<file path="src/rtl/mqrp_pkg.sv">
`timescale 1ns / 1ps
// ============================================================================
// mqrp_pkg
// Shared types and constants of the multi-queue rank priority store.
// ============================================================================
package mqrp_pkg;

    // Default sizing, handed to the top level parameters.
    localparam int NUM_QUEUES_DEF  = 8;
    localparam int LEVEL_DEPTH_DEF = 16;
    localparam int NUM_LEVELS_DEF  = 5;

    // Fixed field widths of the channels.
    localparam int QUEUE_W = 3;
    localparam int ID_W    = 16;
    localparam int RANK_W  = 3;

    // Depth of the command queue between classifier and executor.
    localparam int CMD_FIFO_DEPTH = 2;

    typedef enum logic [1:0] {
        ST_ENTERED = 2'd0,
        ST_DROPPED = 2'd1,
        ST_SERVED  = 2'd2,
        ST_EMPTY   = 2'd3
    } t_status;

    typedef enum logic [1:0] {
        OP_ENTER        = 2'd0,
        OP_SERVE        = 2'd1,
        OP_REJECT_ENTER = 2'd2,
        OP_REJECT_SERVE = 2'd3
    } t_op;

    // Classified item as it travels from the front end to the executor.
    typedef struct packed {
        t_op               op;
        logic [QUEUE_W-1:0] queue;
        logic [RANK_W-1:0]  rank;
        logic [ID_W-1:0]    client_id;
    } t_cmd;

    typedef enum logic [1:0] {
        BK_IDLE,
        BK_META,
        BK_RESP
    } t_bk_state;

endpackage

</file>
<file path="src/rtl/mqrp_cmd_fifo.sv">
`timescale 1ns / 1ps
// ============================================================================
// mqrp_cmd_fifo
// Short command queue that decouples the classifier from the executor.
// ============================================================================
module mqrp_cmd_fifo
    import mqrp_pkg::*;
(
    input  logic i_clk,
    input  logic i_rst_n,
    input  logic i_push_valid,
    input  t_cmd i_push_cmd,
    output logic o_push_ready,
    output logic o_pop_valid,
    output t_cmd o_pop_cmd,
    input  logic i_pop_ready
);

    localparam int DEPTH = CMD_FIFO_DEPTH;
    localparam int PTR_W = (DEPTH > 1) ? $clog2(DEPTH) : 1;
    localparam int CNT_W = $clog2(DEPTH + 1);

    t_cmd             r_buf [DEPTH];
    logic [PTR_W-1:0] r_wr_ptr, n_wr_ptr;
    logic [PTR_W-1:0] r_rd_ptr, n_rd_ptr;
    logic [CNT_W-1:0] r_count, n_count;
    logic             push;
    logic             pop;

    assign o_push_ready = r_count != CNT_W'(DEPTH);
    assign o_pop_valid  = r_count != '0;
    assign o_pop_cmd    = r_buf[r_rd_ptr];
    assign push         = i_push_valid && o_push_ready;
    assign pop          = o_pop_valid && i_pop_ready;

    always_comb begin
        n_wr_ptr = r_wr_ptr;
        n_rd_ptr = r_rd_ptr;
        n_count  = r_count;
        if (push) begin
            n_wr_ptr = (r_wr_ptr == PTR_W'(DEPTH - 1)) ? '0 : r_wr_ptr + 1'b1;
        end
        if (pop) begin
            n_rd_ptr = (r_rd_ptr == PTR_W'(DEPTH - 1)) ? '0 : r_rd_ptr + 1'b1;
        end
        if (push && !pop) begin
            n_count = r_count + 1'b1;
        end else if (pop && !push) begin
            n_count = r_count - 1'b1;
        end
    end

    always_ff @(posedge i_clk) begin
        if (!i_rst_n) begin
            r_wr_ptr <= '0;
            r_rd_ptr <= '0;
            r_count  <= '0;
        end else begin
            r_wr_ptr <= n_wr_ptr;
            r_rd_ptr <= n_rd_ptr;
            r_count  <= n_count;
        end
    end

    always_ff @(posedge i_clk) begin
        if (push) begin
            r_buf[r_wr_ptr] <= i_push_cmd;
        end
    end

endmodule

</file>
<file path="config.mk">
export PLATFORM = sky130hd
export DESIGN_NAME = mqrp_cmd_fifo
export DESIGN_NICKNAME = d
export VERILOG_FILES = /design/src/rtl/mqrp_pkg.sv /design/src/rtl/mqrp_cmd_fifo.sv
export SDC_FILE = /design/constraint.sdc
export NUM_CORES = 1
export LEC_CHECK = 0
export BUFFER_PORTS_ARGS = -buffer_cell sky130_fd_sc_hd__buf_2
export CORE_ASPECT_RATIO = 0.8
export CORE_MARGIN = 2
export CORE_UTILIZATION = 40
export CTS_BUF_LIST = sky130_fd_sc_hd__clkbuf_8
export DETAILED_ROUTE_END_ITERATION = 6
export GPL_TIMING_DRIVEN = 0
export PLACE_DENSITY = 0.69
export SLEW_MARGIN = 20
export SYNTH_ARGS = -nofsm -noshare
export SYNTH_HDL_FRONTEND = slang
export SYNTH_SLANG_ARGS = --single-unit
</file>
<file path="constraint.sdc">
create_clock -name i_clk -period 1.7 [get_ports i_clk]
set_clock_uncertainty 0.2 [all_clocks]
set_input_delay 0.17 -clock i_clk [delete_from_list [all_inputs] [get_ports i_clk]]
set_output_delay 0.17 -clock i_clk [all_outputs]
set_load 0.005 [all_outputs]
</file>
After elaboration in Yosys (flattened, before gate mapping)
Memory sizes are Yosys's and may differ from the RTL's. A register that Yosys moved wholly into a read port is not among the register bits.
Cells that the tools add are included.
Widths: inputs -> output; s select.
{ "word_totals": {"regBits": 4, "ramBits": 48, "input_bits": 28, "output_inout_bits": 26, "elab_cells": 25, "n_memories": 1} }
{ "op_classes": {"n_addsub": 4, "n_eq_ne": 1, "n_mux": 8, "n_reduce_logical": 8} }
{ "mem_list": {"columns": ["name", "depth", "width", "rd", "rd_clocked_by_memory_dff", "wr", "line", "rtl"], "rows": [
  ["r_buf", 2, 24, 1, 1, 1, "mqrp_cmd_fifo.sv:23", "t_cmd r_buf [DEPTH];"]
]} }
{ "op_table": {"columns": ["cell", "n"], "rows": [
  ["$mux 1", 6],
  ["$logic_and 1x1->1", 4],
  ["$mux 2", 2],
  ["$reduce_bool 2->1", 2],
  ["$add 1x1->1 const B", 2],
  ["$add 2x1->2 const B", 1],
  ["$logic_not 1->1", 2],
  ["$ne 2x2->1 const B", 1],
  ["$sub 2x1->2 const B", 1]
]} }

Longest topological paths before layout
Gate-level depths: netlist of the first run.
{ "logic_depth": {"word_depth": 6, "ltp_mapped": 6, "mapped_depth_nobuf": 6} }

Worst setup path before layout of the first run
Ideal clock, no wire load.
{ "synth_path": {"kind": "flip-flop to flip-flop", "from": "reg r_count[0]", "to": "mem r_buf[1][0] in the netlist's numbering, enable pin", "setup_time_ns": 0.383, "t_arrival_ns": 1.215, "t_required_ns": 1.117, "slack_ns": -0.097, "path_stages_with_launch": 3, "path_buffers": 0, "synth_period_minus_slack_ns": 1.797, "cell_sequence": "dfxtp_1 -> nand2b_4 -> and3_1"} }
{ "synth_between": {"elab_chain_cells": 4} }
{ "synth_rtl": {"columns": ["element", "line", "rtl"], "rows": [
  ["start, declared", "mqrp_cmd_fifo.sv:26", "logic [CNT_W-1:0] r_count, n_count;"],
  ["start signal, assigned", "mqrp_cmd_fifo.sv:61", "r_count <= n_count;"],
  ["$ne 2x2->1", "mqrp_cmd_fifo.sv:30", "assign o_push_ready = r_count != CNT_W'(DEPTH);"],
  ["net o_push_ready", "mqrp_cmd_fifo.sv:13", "output logic o_push_ready,"],
  ["$logic_and 1x1->1", "mqrp_cmd_fifo.sv:33", "assign push = i_push_valid && o_push_ready;"],
  ["$mux 1", "mqrp_cmd_fifo.sv:66", "if (push) begin"],
  ["$mux 1 (implied by the code)", "mqrp_cmd_fifo.sv:67", "r_buf[r_wr_ptr] <= i_push_cmd;"],
  ["end, declared", "mqrp_cmd_fifo.sv:23", null]
]} }
The timed path passes the listed nets, and every way through them passes these cells.

==> results by group, run 1 <==
Run status
  – Status: finished clean

Synth
  – Top post-synthesis cells by area: edfxtp_1, mux2_2, dfxtp_1
  – FF+latch count, synth: 53
  – Number of flops mapped to enable cells by yosys: 48
  – Area fraction of the dominant cell type after synthesis: 73.2%
  – Post-Synth Adder-Cell Area: 0.635%
  – Most frequent cell after synthesis: edfxtp_1
  – Mux cell area share after synthesis: 13.7%
  – Cells after Synth: 99
  – Post-synth top area cell: edfxtp_1
  – Largest family of logic cells by synthesized area: multiplexers
  – XOR/XNOR share of the synthesized area: 1.33%
  – Top cells by count, synth: edfxtp_1, mux2_2, dfxtp_1
  – Async S/R FF share, synth: 0%
  – Post-synthesis compound-gate area fraction: 1.78%
  – Post-synthesis sequential area ratio: 78.3%
  – Synth warn: 0
  – Mapped cell area: 1970 um^2
  – Synth Area in Simple Gates: 3.30%
  – Post-Syn Nets: 128
  – Yosys cell types: 19
  – Ys flop type: edfxtp_1
  – Syn avg cell area: 19.9 um^2

Timing
  – F_max: 0.590 GHz
  – RSZ-0062 raised after global routing: true
  – Fin. max-slew vios: 0
  – Part of the cycle the worst path needs: 99.7%
  – Worst hold slack: 0.180 ns
  – Slew margin rel.: 76.0%
  – Slew @ Worst Pin: 0.360 ns
  – Hold Fails Final Rpt: 0
  – Tmin final: 1.70 ns
  – Final worst slack: 0.00487 ns
  – Final Setup Violations: 0

Critical path
  – R2r startpoint: r_count[0]$_SDFFE_PN0P_
  – Reg2Reg Depth: 6
  – CP required: 1.33 ns
  – Startpoint Class: flip-flop
  – Delay-heaviest family, CP: flip-flops
  – Peak fanout along the critical path: 5
  – Reg-to-reg slack, setup: 0.02 ns
  – Slowest CP cell: dfxtp_4
  – Worst Setup EP: o_pop_cmd[4]
  – CP arrival: 1.33 ns
  – Critical path class: flip-flop to primary output
  – Reg2reg end: r_count[1]$_SDFFE_PN0P_
  – Biggest cell delay along the critical path: 0.44 ns
  – Levels on crit path: 3
  – Crit-path cells: buf_6 -> mux2_2 -> buf_2
  – Worst setup EP type: primary output
  – CP bufs+invs: 2

Cells and area
  – P&R area growth vs syn: 53.4%
  – Footprint of the multi-input gates: 504 um^2
  – Register area: 1550 um^2
  – Share of cells above drive strength 1: 53.3%
  – Final #Nets: 223
  – Filler cells: 349
  – Post-route insts no fill: 255
  – Antenna cell count: 0
  – Design area: 3020 um^2

Floorplanning
  – Die height: 66.8 um
  – Initial Util: 42.3%
  – Full die area: 5500 um^2
  – Site row count: 22
  – Die W: 82.5 um
  – CORE AREA: 4650 um^2
  – Ports: 54

Global routing
  – Met3 Use GR: 2.98%
  – Initial antenna violation count: 0
  – Gr ovfl total: 0
  – Grt met1 use: 17.3%
  – First-pass GRT wire length: 5.59 mm
  – Met2 GRT Util: 24.9%
  – Gr usage total: 14.7%
  – Pin count of the biggest net entering global routing: 25
  – Most heavily used metal layer in global routing: met2
  – Vias in the first global route: 1129

Route
  – Via/cell ratio: 4.55
  – DRT antenna net count: 0
  – Via count: 1159
  – Pre-antenna DRT Iters: 3
  – Drt wl/cell: 14.8 um
  – First DRT Iteration DRCs: 45
  – Final WL: 3.78 mm
  – Drt drc: 0

Power
  – Pwr Total: 0.00386 W
  – Clk pwr share: 16.6%
  – Sw frac: 25.2%
  – Sequential share of power: 45.2%
  – P_int: 0.00289 W
  – Psw: 0.000974 W
  – Peak VDD IR: 0.000933 V
  – Comb pwr share: 38.2%
  – Pwr dens: 1280 nW/um^2
  – Leakage: 1.19 nW

Placement
  – DP Area: 2310 um^2
  – HPWL after DPL: 2.13 mm
  – Port bufs: 53
  – Dpl cells: 212
  – RePlAce Congestion: 0.620
  – Place WS: -0.114 ns

Run
  – Max-cap violation count: 0

Clocking
  – H-tree levels: 2
  – Clock Latency Late Sink: 0.30 ns
  – CTS tree: yes
  – CTS Buf Count: 5
  – Clock root buffer: clkbuf_8
  – Clock Path Buffers: 2
  – Clock tree sinks: 53
  – CTS clk-pin slew, worst paths: 0.09 ns

Worst hold path
  – Hold path depth: 4
  – HP Class: input port to flip-flop
-- cells by family (layout without fill, tap and decap cells) --
kind of cell               after synthesis  after routing
muxes                                   24             24
and+or+nand+nor                          9              9
AOI/OAI and AO/OA                        5              5
xor gates and xnor gates                 3              3
buffers and inverters                    4            100
adders and majority gates                1              1
DFF                                     53             53
-- layout make-up --
type | instances | area share [%]
plain buffers | 2 | 0.994
clock buffers | 5 | 2.28
clock inverters | 3 | 0.373
inverters | 1 | 0.248
multi-input cells | 42 | 16.7
flip-flops and latches | 53 | 51.3
well taps | 60 | 2.48
repair buffers | 88 | 25.4
repair inverters | 1 | 0.248
-- timing repair --
action,in CTS,in global routing
pin swaps,1,1
hold endpoints to repair,53,0
endpoints found under the setup margin,69,68
hold buffers,26,0
resized for setup,54,6
cloned,3,0
setup buffers,4,4
-- state kept, by name (all words and copies together) (netlist names), named ones only --
register	count
r_count	2
r_wr_ptr	1
r_rd_ptr	1
r_buf	48
-- power by group through the flow --
stage	Sequential, W	Clock (W)	Combinational (W)
2_1_floorplan	0.00171	0	0.000554
5_1_grt	0.00176	0.000729	0.00159
3_5_place_dp	0.00173	0	0.000866
6_report	0.00174	0.000641	0.00148
3_3_place_gp	0.00172	0	0.000843
4_1_cts	0.00171	0.000667	0.00150
-- worst min path at each step --
stage / start / end / slack, ns
after CTS: i_pop_ready / flip-flop / 0.17
final: i_pop_ready / r_rd_ptr$_SDFFE_PN0P_ / 0.18
after global placement: i_push_cmd[14] / r_buf[0][14]$_DFFE_PP_ / 0.16
after global routing: i_pop_ready / flip-flop / 0.20
after detailed placement: i_push_cmd[8] / r_buf[0][8]$_DFFE_PP_ / 0.16
after floorplan: i_push_cmd[0] / r_buf[0][0]$_DFFE_PP_ / 0.07
-- per-layer routing --
metal  up-vias  part of all wire, %
li1        567                    -
met1       548                   44
met2        36                   49
met3         8                  4.7
met4         0                  2.3
met5         -                    0
-- stage by stage --
step / TNS, ns / utilization, %
final: 0 / 65.0
after global routing: -0.723 / 65.0
after CTS: -0.929 / 64.3
after detailed placement: -4.00 / 49.8
after global placement: -1.51 / 49.8
after floorplan: 0 / -
-- worst min-delay path, cell delays in order --
cell and delay [ns]:
buf_2 0.08, o21ai_1 0.11, xnor2_1 0.18, and2_1 0.12
-- layout by cell type, fill, tap and decap left out, types with 2 or more instances in the layout --
master,netlist,routed
dfxtp_4,0,2
dfxtp_1,5,2
mux2_2,24,4
edfxtp_1,48,48
xnor2_1,2,2
and2_1,4,3
mux2_4,0,20
buf_6,0,21
clkbuf_8,0,5
buf_4,0,5
inv_1,1,3
clkinvlp_4,0,2
buf_2,3,33
buf_12,0,2
buf_8,0,2
dlygate4sd3_1,0,26
Power figures use the tool's default switching activity.
==> run 2: changes to the inputs <==
- clock period: 1.7 -> 1.5 ns (I/O delays scaled with it)
==> results by group, run 2 (synthesized netlist as in run 1, its figures left out) <==
Critical path
  – Worst setup EP type: primary output (unchanged)
  – Reg2Reg Depth: 6 (unchanged)
  – R2r startpoint: r_count[0]$_SDFFE_PN0P_ (unchanged)
  – Slowest CP cell: dfxtp_2 (was dfxtp_4)
  – CP required: 1.15 ns (was 1.33 ns)
  – Critical path class: flip-flop to primary output (unchanged)
  – Peak fanout along the critical path: 6 (was 5)
  – Crit-path cells: buf_8 -> clkbuf_16 -> mux2_4 -> buf_6 (was buf_6 -> mux2_2 -> buf_2)
  – Reg2reg end: r_count[1]$_SDFFE_PN0P_ (unchanged)
  – Biggest cell delay along the critical path: 0.34 ns (was 0.44 ns)
  – CP arrival: 1.33 ns (about the same)
  – Reg-to-reg slack, setup: -0.18 ns (was 0.02 ns)
  – Worst Setup EP: o_pop_cmd[2] (was o_pop_cmd[4])
  – Startpoint Class: flip-flop (unchanged)

Clocking
  – CTS clk-pin slew, worst paths: 0.08 ns (was 0.09 ns)
  – CTS Buf Count: 5 (unchanged)
  – H-tree levels: 2 (unchanged)
  – Clock tree sinks: 53 (unchanged)
  – Clock Latency Late Sink: 0.29 ns (was 0.30 ns)
  – Clock root buffer: clkbuf_8 (unchanged)
  – Clock Path Buffers: 2 (unchanged)
  – CTS tree: yes (unchanged)

Floorplanning
  – CORE AREA: 4650 um^2 (unchanged)
  – Site row count: 22 (unchanged)
  – Initial Util: 42.3% (unchanged)
  – Full die area: 5500 um^2 (unchanged)
  – Die height: 66.8 um (unchanged)
  – Die W: 82.5 um (unchanged)
  – Ports: 54 (unchanged)

Cells and area
  – Top reg by flops: r_buf (unchanged)
  – Final #Nets: 226 (was 223)
  – Most common cell after layout, fill and taps aside: edfxtp_1 (unchanged)
  – Finished Core Util: 66.3% (was 65.0%)
  – Max reg flops: 48 (unchanged)
  – Share of cells above drive strength 1: 54.5% (was 53.3%)
  – Commonest cells after routing, fill and taps aside: edfxtp_1, buf_2, dlygate4sd3_1, buf_6, mux2_4 (unchanged)
  – Antenna cell count: 0 (unchanged)
  – P&R area growth vs syn: 56.5% (was 53.4%)
  – Largest regs: r_buf: 48 flops, r_count: 2 flops (unchanged)
  – Filler cells: 316 (was 349)

Global routing
  – Vias in the first global route: 1174 (was 1129)
  – Initial antenna violation count: 0 (unchanged)
  – Pin count of the biggest net entering global routing: 25 (unchanged)
  – Gr usage total: 14.1% (was 14.7%)
  – First-pass GRT wire length: 5.48 mm (was 5.59 mm)
  – Gr ovfl total: 0 (unchanged)

Route
  – DRT antenna net count: 0 (unchanged)
  – Drt wl/cell: 14.6 um (was 14.8 um)
  – Pre-antenna DRT Iters: 4 (was 3)
  – Top Metal Used: met3 (was met4)
  – Drt drc: 0 (unchanged)
  – Via/cell ratio: 4.54 (was 4.55)
  – Routed wl met3: 185 um (was 176 um)
  – Via count: 1172 (was 1159)
  – Metal-1 WL: 1.60 mm (was 1.66 mm)
  – First DRT Iteration DRCs: 56 (was 45)
  – Met2 wire len: 1.98 mm (was 1.86 mm)
  – Final WL: 3.77 mm (was 3.78 mm)

Placement
  – Place WS: -0.310 ns (was -0.114 ns)
  – Port bufs: 53 (unchanged)
  – RePlAce Congestion: 0.662 (was 0.620)
  – HPWL after DPL: 2.10 mm (was 2.13 mm)

Power
  – Peak VDD IR: 0.000938 V (was 0.000933 V)
  – Leakage: 1.22 nW (was 1.19 nW)
  – Pwr dens: 1450 nW/um^2 (was 1280 nW/um^2)
  – Pwr Total: 0.00446 W (was 0.00386 W)

Timing
  – RSZ-0062 raised after global routing: true (unchanged)
  – F_max: 0.594 GHz
  – Slew margin rel.: 77.2% (was 76.0%)
  – Final Setup Violations: 37 (was 0)
  – Part of the cycle the worst path needs: 112%
  – Hold Fails Final Rpt: 0 (unchanged)
  – Fin. max-slew vios: 0 (unchanged)
  – Slew @ Worst Pin: 0.343 ns (was 0.360 ns)
  – Tmin final: 1.68 ns
  – Final worst slack: -0.185 ns (was 0.00487 ns)

Run status
  – Failing checks: negative setup slack
  – Status: finished, violations left (was finished clean)

Worst hold path
  – HP Class: input port to flip-flop (unchanged)

Run
  – Max-cap violation count: 0 (unchanged)
-- run 2: cell types whose count changed in the layout (fill, tap and decap cells not counted), sizes merged --
cell / change
buf: +1
clkbuf: +2
-- run 2: per-layer routing --
metal	vias to the layer above	track usage, %
met5	-	0
met4	0	2.50
met3	0	4.47
met2	35	25.2
met1	562	16.6
li1	575	-
-- run 2: repair_timing --
item	CTS	global route
endpoints found under the setup margin	73	74
gates resized for setup	36	24
setup buffers	8	0
endpoints found under the hold margin	53	0
pin swaps	1	1
hold buffers	26	0
gates cloned	3	1
-- run 2: cell type report --
| type | instances | area (um^2) | area share [%] |
|---|---|---|---|
| inverter | 1 | 7.51 | 0.244 |
| tap | 60 | 75.1 | 2.44 |
| timing repair buffer | 90 | 812 | 26.3 |
| multi-input combinational | 42 | 508 | 16.5 |
| sequential | 53 | 1550 | 50.2 |
| buffer | 3 | 45.0 | 1.46 |
| clock inverter | 3 | 11.3 | 0.365 |
| clock buffer | 5 | 68.8 | 2.23 |
| timing repair inverter | 1 | 7.51 | 0.244 |
-- run 2: how the worst min path moves through the flow --
stage	start	end	cells after the start
3_5_place_dp	i_push_cmd[15]	r_buf[1][15]$_DFFE_PP_	1
5_1_grt	i_push_valid	r_wr_ptr$_SDFFE_PN0P_	3
4_1_cts	i_push_valid	r_wr_ptr$_SDFFE_PN0P_	3
3_3_place_gp	i_push_cmd[16]	r_buf[0][16]$_DFFE_PP_	1
6_report	i_push_valid	r_wr_ptr$_SDFFE_PN0P_	3
2_1_floorplan	i_push_cmd[0]	r_buf[0][0]$_DFFE_PP_	0
-- run 2: worst max-delay path: cells and delay by family (launching register included) --
family,cells,cell delay [ns]
muxes,1,0.30
buffers and inverters,3,0.42
DFF,1,0.34
-- run 2: through the flow --
stage | TNS (ns) | hold slack, ns | area [um^2] | std cells
after global placement | -11.15 | 0.137 | 2330 | 212
after detailed placement | -13.61 | 0.142 | 2330 | 212
after global routing | -7.89 | 0.0970 | 3080 | 258
after floorplan | -1.09 | 0.0489 | 1990 | 99
final | -4.84 | 0.0539 | 3080 | 258
after CTS | -4.97 | 0.0183 | 2950 | 257
-- run 2: where the power goes --
part           switching [W]  internal (W)  total (W)  leakage (nW)
Clock               0.000392      0.000312   0.000704        0.0519
Combinational       0.000642       0.00117    0.00181         0.679
Sequential         0.0000821       0.00186    0.00194         0.491
==> run 3: changes to the inputs <==
- ABC_AREA: default -> 1
==> results by group, run 3 <==
Synth
  – FF+latch count, synth: 53 (unchanged)
  – Top post-synthesis cells by area: edfxtp_1, mux2_4, dfxtp_1 (was edfxtp_1, mux2_2, dfxtp_1)
  – Number of flops mapped to enable cells by yosys: 48 (unchanged)
  – Yosys cell types: 17 (was 19)
  – Synth warn: 0 (unchanged)
  – Syn avg cell area: 18.6 um^2 (was 19.9 um^2)
  – Async S/R FF share, synth: 0% (unchanged)
  – Post-Syn Nets: 141 (was 128)
  – Most frequent cell after synthesis: edfxtp_1 (unchanged)
  – Ys flop type: edfxtp_1 (unchanged)
  – Cells after Synth: 112 (was 99)
  – Top cells by count, synth: edfxtp_1, mux2_4, nand2_1, nor2_1, inv_1 (was edfxtp_1, mux2_2, dfxtp_1)
  – Mapped cell area: 2080 um^2 (was 1970 um^2)
  – Post-synthesis sequential area ratio: 74.1% (was 78.3%)
  – Area fraction of the dominant cell type after synthesis: 69.3% (was 73.2%)
  – Post-synth top area cell: edfxtp_1 (unchanged)

Power
  – Pwr dens: 1470 nW/um^2 (was 1450 nW/um^2)
  – Leakage: 1.26 nW (was 1.22 nW)
  – Peak VDD IR: 0.000950 V (was 0.000938 V)

Critical path
  – R2r startpoint: r_count[0]$_SDFFE_PN0P_ (unchanged)
  – Peak fanout along the critical path: 10 (was 6)
  – Reg2reg end: r_count[1]$_SDFFE_PN0P_ (unchanged)
  – Reg2Reg Depth: 8 (was 6)
  – Startpoint Class: flip-flop (unchanged)
  – Reg-to-reg slack, setup: -0.05 ns (was -0.18 ns)
  – Critical path class: flip-flop to primary output (unchanged)
  – Worst setup EP type: primary output (unchanged)
  – CP arrival: 1.33 ns (about the same)
  – CP required: 1.15 ns (about the same)

Clocking
  – Clock Path Buffers: 2 (unchanged)
  – Clock tree sinks: 53 (unchanged)
  – Clock Latency Late Sink: 0.29 ns (about the same)
  – H-tree levels: 2 (unchanged)
  – CTS Buf Count: 5 (unchanged)
  – CTS tree: yes (unchanged)
  – Clock root buffer: clkbuf_8 (unchanged)
  – CTS clk-pin slew, worst paths: 0.09 ns (was 0.08 ns)

Cells and area
  – Commonest cells after routing, fill and taps aside: edfxtp_1, buf_2, dlygate4sd3_1, buf_6, mux2_4 (unchanged)
  – Register area: 1550 um^2 (about the same)
  – Top reg by flops: r_buf (unchanged)
  – Share of cells above drive strength 1: 56.2% (was 54.5%)
  – Largest regs: r_buf: 48 flops, r_count: 2 flops (unchanged)
  – Max reg flops: 48 (unchanged)
  – Footprint of the multi-input gates: 552 um^2 (was 508 um^2)
  – Finished Core Util: 62.6% (was 66.3%)
  – Final #Nets: 239 (was 226)
  – Antenna cell count: 0 (unchanged)
  – Most common cell after layout, fill and taps aside: edfxtp_1 (unchanged)
  – Filler cells: 402 (was 316)
  – P&R area growth vs syn: 50.6% (was 56.5%)

Timing
  – F_max: 0.595 GHz (was 0.594 GHz)
  – Final Setup Violations: 25 (was 37)
  – Tmin final: 1.68 ns (about the same)
  – Slew @ Worst Pin: 0.360 ns (was 0.343 ns)
  – Slew margin rel.: 76.0% (was 77.2%)
  – Fin. max-slew vios: 0 (unchanged)
  – Part of the cycle the worst path needs: 112% (about the same)
  – Final worst slack: -0.180 ns (was -0.185 ns)
  – RSZ-0062 raised after global routing: true (unchanged)
  – Hold Fails Final Rpt: 0 (unchanged)
  – Post-route setup TNS: -4.05 ns (was -4.84 ns)

Run
  – Max-cap violation count: 0 (unchanged)

Floorplanning
  – Initial Util: 41.6% (was 42.3%)
  – Die height: 68.5 um (was 66.8 um)
  – Ports: 54 (unchanged)
  – CORE AREA: 5010 um^2 (was 4650 um^2)
  – Site row count: 23 (was 22)
  – Full die area: 5800 um^2 (was 5500 um^2)
  – Die W: 84.6 um (was 82.5 um)

Global routing
  – Initial antenna violation count: 0 (unchanged)
  – Vias in the first global route: 1242 (was 1174)
  – Gr usage total: 13.4% (was 14.1%)
  – Pin count of the biggest net entering global routing: 25 (unchanged)
  – First-pass GRT wire length: 5.65 mm (was 5.48 mm)
  – Gr ovfl total: 0 (unchanged)

Route
  – Pre-antenna DRT Iters: 4 (unchanged)
  – First DRT Iteration DRCs: 61 (was 56)
  – Drt wl/cell: 14.6 um (about the same)
  – Final WL: 3.97 mm (was 3.77 mm)
  – Drt drc: 0 (unchanged)
  – DRT antenna net count: 0 (unchanged)
  – Via/cell ratio: 4.57 (was 4.54)
  – Via count: 1244 (was 1172)

Placement
  – Port bufs: 53 (unchanged)
  – HPWL after DPL: 2.41 mm (was 2.10 mm)
  – RePlAce Congestion: 0.694 (was 0.662)
  – Place WS: -0.220 ns (was -0.310 ns)

Run status
  – Failing checks: negative setup slack (unchanged)
  – Status: finished, violations left (unchanged)

Worst hold path
  – Min-delay src: i_pop_ready (was i_push_valid)
  – HP Class: input port to flip-flop (unchanged)
  – Worst hold endpoint: r_rd_ptr$_SDFFE_PN0P_ (was r_wr_ptr$_SDFFE_PN0P_)
  – Hold path depth: 4 (was 3)
[run 3: timing repair]
action,CTS,global route
hold endpoints to repair,53,0
resized for setup,29,15
gates cloned,1,1
endpoints found under the setup margin,74,62
pin swaps,3,9
hold buffers,25,0
setup buffers,7,4
[run 3: cells by family after synthesis]
kind of cell / share of synthesized area [%]
buffers and inverters: 3.91
multiplexers: 16.6
AO/OA/AOI/OAI: 1.08
flip-flops: 74.1
AND/OR/NAND/NOR: 3.73
adder cells (fa/ha/maj): 0.601
[run 3: worst max-delay path by stage]
stage	to	slack, ns	cells past startpoint
finish	o_pop_cmd[10]	-0.18	4
global route	o_pop_cmd[5]	-0.22	4
CTS	r_buf[0][20]$_DFFE_PP_	-0.20	4
detailed placement	r_buf[1][7]$_DFFE_PP_	-0.22	4
global placement	r_buf[0][23]$_DFFE_PP_	-0.20	4
floorplan	r_buf[0][0]$_DFFE_PP_	-0.008	4
[run 3: worst max-delay path: stages (launching register included)]
cell     delay (ns)
dfxtp_2        0.33
buf_6          0.13
buf_12         0.15
mux2_4         0.31
buf_6          0.12
[run 3: stage by stage]
| stage | area (um^2) | instances | hold WS [ns] | power, W |
|---|---|---|---|---|
| after floorplan | 2110 | 112 | 0.0489 | 0.00276 |
| after global placement | 2450 | 227 | 0.138 | 0.00309 |
| after detailed placement | 2450 | 227 | 0.141 | 0.00315 |
| after CTS | 3020 | 267 | 0.0304 | 0.00445 |
| after global routing | 3130 | 272 | 0.0988 | 0.00483 |
| final | 3130 | 272 | 0.0682 | 0.00462 |
[run 3: where the power goes]
group / leakage (nW) / switching [W] / internal, W
clock network: 0.0540 / 0.000416 / 0.000485
registers: 0.491 / 0.0000997 / 0.00188
logic: 0.713 / 0.000706 / 0.00103
total: 1.26 / 0.00122 / 0.00340
[run 3: metal layers]
| layer | wire [um] | vias up | global-route usage [%] | share of wire (%) |
|---|---|---|---|---|
| met4 | 89 | 0 | 5.75 | 2.2 |
| met1 | 1570 | 594 | 14.4 | 40 |
| met2 | 2180 | 35 | 25.6 | 55 |
| li1 | - | 606 | - | - |
| met3 | 130 | 9 | 3.33 | 3.3 |
| met5 | 0 | - | 0 | 0 |
[run 3: final cells by class]
| class | count | share of cell area [%] |
|---|---|---|
| inverters | 8 | 1.20 |
| well taps | 62 | 2.48 |
| multi-input cells | 50 | 17.6 |
| plain buffers | 3 | 1.64 |
| clock buffers | 5 | 2.20 |
| flip-flops and latches | 53 | 49.4 |
| repair buffers | 89 | 24.3 |
| clock inverters | 2 | 1.12 |
